### src/sv/lpi_pkg.sv
// ----------------------------------------------------------------------------
// lpi_pkg
// shared widths, register indexes and controller/datapath command types
// ----------------------------------------------------------------------------
package lpi_pkg;

    localparam int COORD_W       = 32;
    localparam int STEP_LEN_W    = 31;
    localparam int TIME_W        = 20;
    localparam int ACC_W         = 48;
    localparam int CFG_DATA_W    = 32;
    localparam int CFG_IDX_W     = 3;
    localparam int MAX_STEPS_DEF = 64;

    // derived arithmetic widths
    localparam int MAG_W  = COORD_W;          // |target - cur| never reaches 2^32
    localparam int SUM_W  = 2 * MAG_W + 2;    // sum of three squares
    localparam int LEN_W  = SUM_W / 2;        // integer square root
    localparam int STEP_W = STEP_LEN_W + 1;   // step after optional doubling
    localparam int DEN_W  = LEN_W + TIME_W;   // length * step time

    localparam logic [TIME_W-1:0]     US_PER_S       = TIME_W'(1000000);
    localparam logic [STEP_LEN_W-1:0] STEP_LEN_RESET = STEP_LEN_W'(131072);
    localparam logic [TIME_W-1:0]     TIME_RESET     = TIME_W'(10000);

    typedef enum logic [CFG_IDX_W-1:0] {
        CFG_STEP_LEN = 3'd0,
        CFG_TIME     = 3'd1,
        CFG_ORIGIN_X = 3'd2,
        CFG_ORIGIN_Y = 3'd3,
        CFG_ORIGIN_Z = 3'd4
    } cfg_idx_t;

    typedef enum logic [4:0] {
        DP_NOP,
        DP_START,
        DP_LOAD,
        DP_SQ,
        DP_SQRT,
        DP_LSET,
        DP_NDIV,
        DP_NSET,
        DP_PDIV,
        DP_PSET,
        DP_VMUL,
        DP_VMUL2,
        DP_XDIV,
        DP_VSET,
        DP_AMUL,
        DP_AMUL2,
        DP_AMUL3,
        DP_ASET,
        DP_EMIT
    } dp_op_t;

    typedef struct packed {
        dp_op_t     op;
        logic [1:0] axis;
    } dp_cmd_t;

    typedef struct packed {
        logic div_done;
        logic sqrt_done;
        logic short_seg;
        logic more;
    } dp_stat_t;

endpackage

### src/sv/lpi_ctrl.sv
// ----------------------------------------------------------------------------
// lpi_ctrl
// sequencer: steps the datapath through square root, divisions and
// multiplications for a waypoint, then hands out the points one by one
// ----------------------------------------------------------------------------
module lpi_ctrl (
    input  logic               aclk,
    input  logic               aresetn,
    input  logic               s_valid,
    input  logic               s_op,
    output logic               s_ready,
    output logic               m_valid,
    input  logic               m_ready,
    output lpi_pkg::dp_cmd_t   cmd,
    input  lpi_pkg::dp_stat_t  stat
);
    import lpi_pkg::*;

    typedef enum logic [4:0] {
        ST_IDLE,
        ST_SQ,
        ST_SQRT_GO,
        ST_SQRT_WAIT,
        ST_LSET,
        ST_LCHK,
        ST_NDIV_GO,
        ST_NDIV_WAIT,
        ST_NSET,
        ST_PDIV_GO,
        ST_PDIV_WAIT,
        ST_PSET,
        ST_VMUL,
        ST_VMUL2,
        ST_VDIV_GO,
        ST_VDIV_WAIT,
        ST_VSET,
        ST_AMUL,
        ST_AMUL2,
        ST_AMUL3,
        ST_ADIV_GO,
        ST_ADIV_WAIT,
        ST_ASET,
        ST_EMIT_CHK,
        ST_OUT_WAIT
    } state_t;

    state_t     state_reg;
    logic [1:0] ax_reg;

    always_comb begin
        cmd.axis = ax_reg;
        case (state_reg)
            ST_IDLE:     cmd.op = s_valid ? (s_op ? DP_LOAD : DP_START) : DP_NOP;
            ST_SQ:       cmd.op = DP_SQ;
            ST_SQRT_GO:  cmd.op = DP_SQRT;
            ST_LSET:     cmd.op = DP_LSET;
            ST_NDIV_GO:  cmd.op = DP_NDIV;
            ST_NSET:     cmd.op = DP_NSET;
            ST_PDIV_GO:  cmd.op = DP_PDIV;
            ST_PSET:     cmd.op = DP_PSET;
            ST_VMUL:     cmd.op = DP_VMUL;
            ST_VMUL2:    cmd.op = DP_VMUL2;
            ST_VDIV_GO:  cmd.op = DP_XDIV;
            ST_VSET:     cmd.op = DP_VSET;
            ST_AMUL:     cmd.op = DP_AMUL;
            ST_AMUL2:    cmd.op = DP_AMUL2;
            ST_AMUL3:    cmd.op = DP_AMUL3;
            ST_ADIV_GO:  cmd.op = DP_XDIV;
            ST_ASET:     cmd.op = DP_ASET;
            ST_EMIT_CHK: cmd.op = stat.more ? DP_EMIT : DP_NOP;
            default:     cmd.op = DP_NOP;
        endcase
    end

    always_ff @(posedge aclk) begin
        if (!aresetn) begin
            state_reg <= ST_IDLE;
            ax_reg    <= '0;
        end else begin
            case (state_reg)
                ST_IDLE: begin
                    ax_reg <= '0;
                    if (s_valid) begin
                        state_reg <= s_op ? ST_SQ : ST_OUT_WAIT;
                    end
                end
                ST_SQ: begin
                    if (ax_reg == 2'd2) begin
                        ax_reg    <= '0;
                        state_reg <= ST_SQRT_GO;
                    end else begin
                        ax_reg <= ax_reg + 1'b1;
                    end
                end
                ST_SQRT_GO:   state_reg <= ST_SQRT_WAIT;
                ST_SQRT_WAIT: if (stat.sqrt_done) state_reg <= ST_LSET;
                ST_LSET:      state_reg <= ST_LCHK;
                ST_LCHK:      state_reg <= stat.short_seg ? ST_IDLE : ST_NDIV_GO;
                ST_NDIV_GO:   state_reg <= ST_NDIV_WAIT;
                ST_NDIV_WAIT: if (stat.div_done) state_reg <= ST_NSET;
                ST_NSET:      state_reg <= ST_PDIV_GO;
                ST_PDIV_GO:   state_reg <= ST_PDIV_WAIT;
                ST_PDIV_WAIT: if (stat.div_done) state_reg <= ST_PSET;
                ST_PSET:      state_reg <= ST_VMUL;
                ST_VMUL:      state_reg <= ST_VMUL2;
                ST_VMUL2:     state_reg <= ST_VDIV_GO;
                ST_VDIV_GO:   state_reg <= ST_VDIV_WAIT;
                ST_VDIV_WAIT: if (stat.div_done) state_reg <= ST_VSET;
                ST_VSET:      state_reg <= ST_AMUL;
                ST_AMUL:      state_reg <= ST_AMUL2;
                ST_AMUL2:     state_reg <= ST_AMUL3;
                ST_AMUL3:     state_reg <= ST_ADIV_GO;
                ST_ADIV_GO:   state_reg <= ST_ADIV_WAIT;
                ST_ADIV_WAIT: if (stat.div_done) state_reg <= ST_ASET;
                ST_ASET: begin
                    if (ax_reg == 2'd2) begin
                        state_reg <= ST_EMIT_CHK;
                    end else begin
                        ax_reg    <= ax_reg + 1'b1;
                        state_reg <= ST_PDIV_GO;
                    end
                end
                ST_EMIT_CHK: state_reg <= stat.more ? ST_OUT_WAIT : ST_IDLE;
                ST_OUT_WAIT: if (m_ready) state_reg <= ST_EMIT_CHK;
                default:     state_reg <= ST_IDLE;
            endcase
        end
    end

    assign s_ready = state_reg == ST_IDLE;
    assign m_valid = state_reg == ST_OUT_WAIT;

    a_no_overlap: assert property (@(posedge aclk) disable iff (!aresetn)
        !(s_ready && m_valid))
        else $error("input taken while a word is pending");

    a_div_done_in_wait: assert property (@(posedge aclk) disable iff (!aresetn)
        stat.div_done |-> (state_reg == ST_NDIV_WAIT || state_reg == ST_PDIV_WAIT ||
                           state_reg == ST_VDIV_WAIT || state_reg == ST_ADIV_WAIT))
        else $error("divider finished outside a wait state");

    a_sqrt_done_in_wait: assert property (@(posedge aclk) disable iff (!aresetn)
        stat.sqrt_done |-> state_reg == ST_SQRT_WAIT)
        else $error("square root finished outside its wait state");

    a_last_word_idle: assert property (@(posedge aclk) disable iff (!aresetn)
        (state_reg == ST_EMIT_CHK && !stat.more) |=> state_reg == ST_IDLE)
        else $error("run ended without returning to idle");

endmodule

### config.mk
export PLATFORM = sky130hd
export DESIGN_NAME = lpi_ctrl
export DESIGN_NICKNAME = d
export VERILOG_FILES = /design/src/sv/lpi_pkg.sv /design/src/sv/lpi_ctrl.sv
export SDC_FILE = /design/constraint.sdc
export NUM_CORES = 1
export LEC_CHECK = 0
export BUFFER_PORTS_ARGS = -buffer_cell sky130_fd_sc_hd__buf_2
export CAP_MARGIN = 0
export CORE_MARGIN = 5
export CORE_UTILIZATION = 45
export CTS_BUF_LIST = sky130_fd_sc_hd__clkbuf_4 sky130_fd_sc_hd__clkbuf_8
export CTS_CLUSTER_DIAMETER = 30
export CTS_CLUSTER_SIZE = 25
export DETAILED_ROUTE_END_ITERATION = 6
export GPL_TIMING_DRIVEN = 0
export PLACE_DENSITY_LB_ADDON = 0.3
export RECOVER_POWER = 50
export SLEW_MARGIN = 0
export SYNTH_ARGS = -nofsm -noshare
export SYNTH_HDL_FRONTEND = slang
export SYNTH_SLANG_ARGS = --single-unit
export TNS_END_PERCENT = 1
### constraint.sdc
create_clock -name aclk -period 2.39 [get_ports aclk]
set_input_delay 0.478 -clock aclk [delete_from_list [all_inputs] [get_ports aclk]]
set_output_delay 0.478 -clock aclk [all_outputs]
set_load 0.005 [all_outputs]
==> results.yml <==
run_status:
  status: "finished, final reports clean"
layout:
  regArea_um2: 143
  multi_input_area_um2: 694
  largest_reg_flops: 5
  final_area_um2: 1060
  nets: 162
  n_fill_cell: 198
  drive_gt1_frac: 0.208
  synthToLayoutAreaGrowth_pct: 15.5
  antennaDiodeCount: 0
worst_setup_path:
  critPathCapture: "cmd[3]"
  startpoint: "state_reg[1]$_SDFFE_PN0P_"
  reg2reg_slack_ns: 0.41
  r2r-end: "state_reg[0]$_SDFFE_PN0P_"
  start_kind: "flop"
  arrival_ns: 1.79
  cp.required_ns: 1.91
  path_class: "reg -> out"
  critPathMaxFanout: 10
  setup.worst_path.end_class: "output pin"
  r2r_cells: 7
  reg2reg_from: "ax_reg[0]$_SDFFE_PN0P_"
job:
  maxCapViolations: 0
cts:
  tritoncts.num_buffers: 3
  postCtsSetupBuffers: 0
  cts_tree: "done"
  htree_levels: 1
  cts-root-buf: "clkbuf_4"
  clk_latency_ns: 0.26
  cts_buffer_depth: 2
  path_clk_slew_ns: 0.05
  clkSinkCount: 7
grt:
  antenna_found_initial: 0
  grt_pass1_wl_um: 4370
  gr-total-overflow: 0
  grt_max_degree: 18
  track_usage: 0.197
  grt_pass1_vias: 981
route:
  vias_per_cell: 6.16
  route.detailed.drc: 0
  drtIter0Drc: 40
  postRouteAntennaNets: 0
  wl_per_cell_um: 15.1
  wl_um: 2650
  vias: 1085
  drtPass1Iterations: 4
place:
  place_hpwl_um: 2050
  io_buffer_count: 17
  place_area_um2: 1030
  globalplace.congestion: 0.928
power:
  power_frac_comb: 0.727
  seqPwrFrac: 0.182
  clkPwrFrac: 0.091
  p_int_uw: 658
  switchingPower_uw: 661
  vdd_drop_max_mv: 0.488
  power.total_mw: 1.32
  p_sw_frac: 0.501
  p_leak_nw: 0.406
  cellPowerDensity_nw_per_um2: 1250
floorplanning:
  die_w_um: 55.1
  coreArea_um2: 1940
  io_pins: 18
  rows: 16
  die-area_um2: 3030
  initial_core_util: 0.471
  die_h_um: 55.1
min_path:
  hold_depth: 3
  hp-class: "in -> reg"
synthesis:
  ys_ff_latch: 7
  ys_types: 45
  syn_area_per_cell_um2: 7.04
  syn_inst: 130
  synthesis.nets: 142
  syn-cell-area_um2: 915
  ys_warn_count: 0
  synth_edf_count: 0
  ys_async_sr_fraction: 0
  ys_seq_area_frac: 0.153
  synth_ff_type: "dfxtp_1"
timing:
  setup_viol: 0
  fin_crit_sh: 0.947
  grt_setup_unrepaired: "no"
  slew_viol_final: 0
  relSlewSlack: 0.639
  fin_crit_ns: 2.26
  tns_ns: 0
  fin_skew_ns: 0.00627
  worstMarginPinSlew_ns: 0.537
  fmax_mhz: 442
  hold_viol: 0
  hold_ws_ns: 0.487
## cell usage in the layout, fill, tap and decap left out, types with 3 or more instances in the layout
cell type   n
a21oi_1     7
a311oi_1    6
a31oi_1     5
and4_1      3
buf_2      18
clkbuf_1    5
clkbuf_4    6
dfxtp_1     5
ha_1        3
inv_1       5
mux2i_1     3
nand2_1     9
nand2b_1    7
nor2_1      9
nor2b_1     3
nor3_1      5
nor3b_1     3
o21ai_0     3
o21ai_1     4
or3_1       3
## worst max-delay path, stage by stage, from the launching register on
cell	delay (ns)
dfxtp_1	0.42
clkbuf_4	0.24
clkbuf_4	0.23
nor2_2	0.09
o21ai_1	0.13
a31oi_1	0.10
a31o_1	0.20
buf_2	0.12
## metal layers
layer / share of wire / track usage / wire length, um / vias up
li1: - / - / - / 529
met1: 0.41 / 0.242 / 1090 / 489
met2: 0.47 / 0.319 / 1250 / 59
met3: 0.097 / 0.0456 / 258 / 8
met4: 0.021 / 0.101 / 55 / 0
met5: 0 / 0 / 0 / -
## worst min-delay path by stage
stage | startpoint | to
floorplan | ax_reg[1]$_SDFFE_PN0P_ | ax_reg[1]$_SDFFE_PN0P_
global placement | ax_reg[1]$_SDFFE_PN0P_ | ax_reg[1]$_SDFFE_PN0P_
detailed placement | ax_reg[0]$_SDFFE_PN0P_ | ax_reg[0]$_SDFFE_PN0P_
CTS | aresetn | state_reg[2]$_SDFFE_PN0P_
global route | aresetn | state_reg[2]$_SDFFE_PN0P_
finish | aresetn | state_reg[2]$_SDFFE_PN0P_
## layout make-up
| class | count | share of cell area |
|---|---|---|
| Timing Repair Buffer | 17 | 0.0770 |
| Buffer | 10 | 0.0486 |
| Clock buffer | 4 | 0.0284 |
| Sequential cell | 7 | 0.135 |
| Inverter | 6 | 0.0213 |
| Multi-Input combinational cell | 105 | 0.658 |
| Tap cell | 27 | 0.0320 |
## kinds of logic after synthesis
logic type / count (synthesis) / share of synthesized area
buffers and inverters: 18 / 0.0862
xor gates and xnor gates: 3 / 0.0287
muxes: 3 / 0.0328
AOI/OAI and AO/OA: 44 / 0.338
adders and majority gates: 3 / 0.0410
and+or+nand+nor: 52 / 0.320
DFF: 7 / 0.153
## cell usage after synthesis (2+ instances only)
cell type / count / area, um^2
a21oi_1: 7 / 35.0
a22o_1: 2 / 17.5
a22oi_1: 2 / 15.0
a311oi_1: 6 / 52.6
a31oi_1: 5 / 31.3
and4_1: 3 / 26.3
buf_2: 3 / 15.0
clkbuf_1: 7 / 26.3
dfxtp_1: 7 / 140
ha_1: 3 / 37.5
inv_1: 5 / 18.8
mux2i_1: 3 / 30.0
nand2_1: 9 / 33.8
nand2b_1: 7 / 43.8
nand3_1: 2 / 10.0
nor2_1: 10 / 37.5
nor2b_1: 3 / 18.8
nor3_1: 5 / 25.0
nor3b_1: 3 / 22.5
nor4_1: 2 / 12.5
nor4b_1: 2 / 17.5
o211ai_1: 2 / 15.0
o21ai_0: 3 / 15.0
o21ai_1: 4 / 20.0
o31ai_1: 2 / 15.0
or3_1: 3 / 18.8
xnor2_1: 2 / 17.5
## timing repair
action / in CTS / in global routing
endpoints found under the setup margin: 4 / 3
pin swaps: 0 / 0
hold buffers: 0 / 0
gates cloned: 0 / 0
gates resized for setup: 4 / 7
## power groups by stage
stage	clock network [mW]	logic [mW]	registers, mW
global placement	0	0.972	0.210
floorplan	0	0.743	0.201
detailed placement	0	0.992	0.214
finish	0.120	0.960	0.240
global route	0.130	1.07	0.249
CTS	0.121	0.977	0.235
## through the flow
stage          std cells  worst slack (ns)   util
2_1_floorplan        130             0.459      -
3_3_place_gp         174           0.00874  0.532
3_5_place_dp         174          -0.00533  0.532
4_1_cts              176            0.0192  0.546
5_1_grt              176            0.0170  0.544
6_report             176             0.126  0.544
No activity file was read; power rests on OpenSTA's default activity.
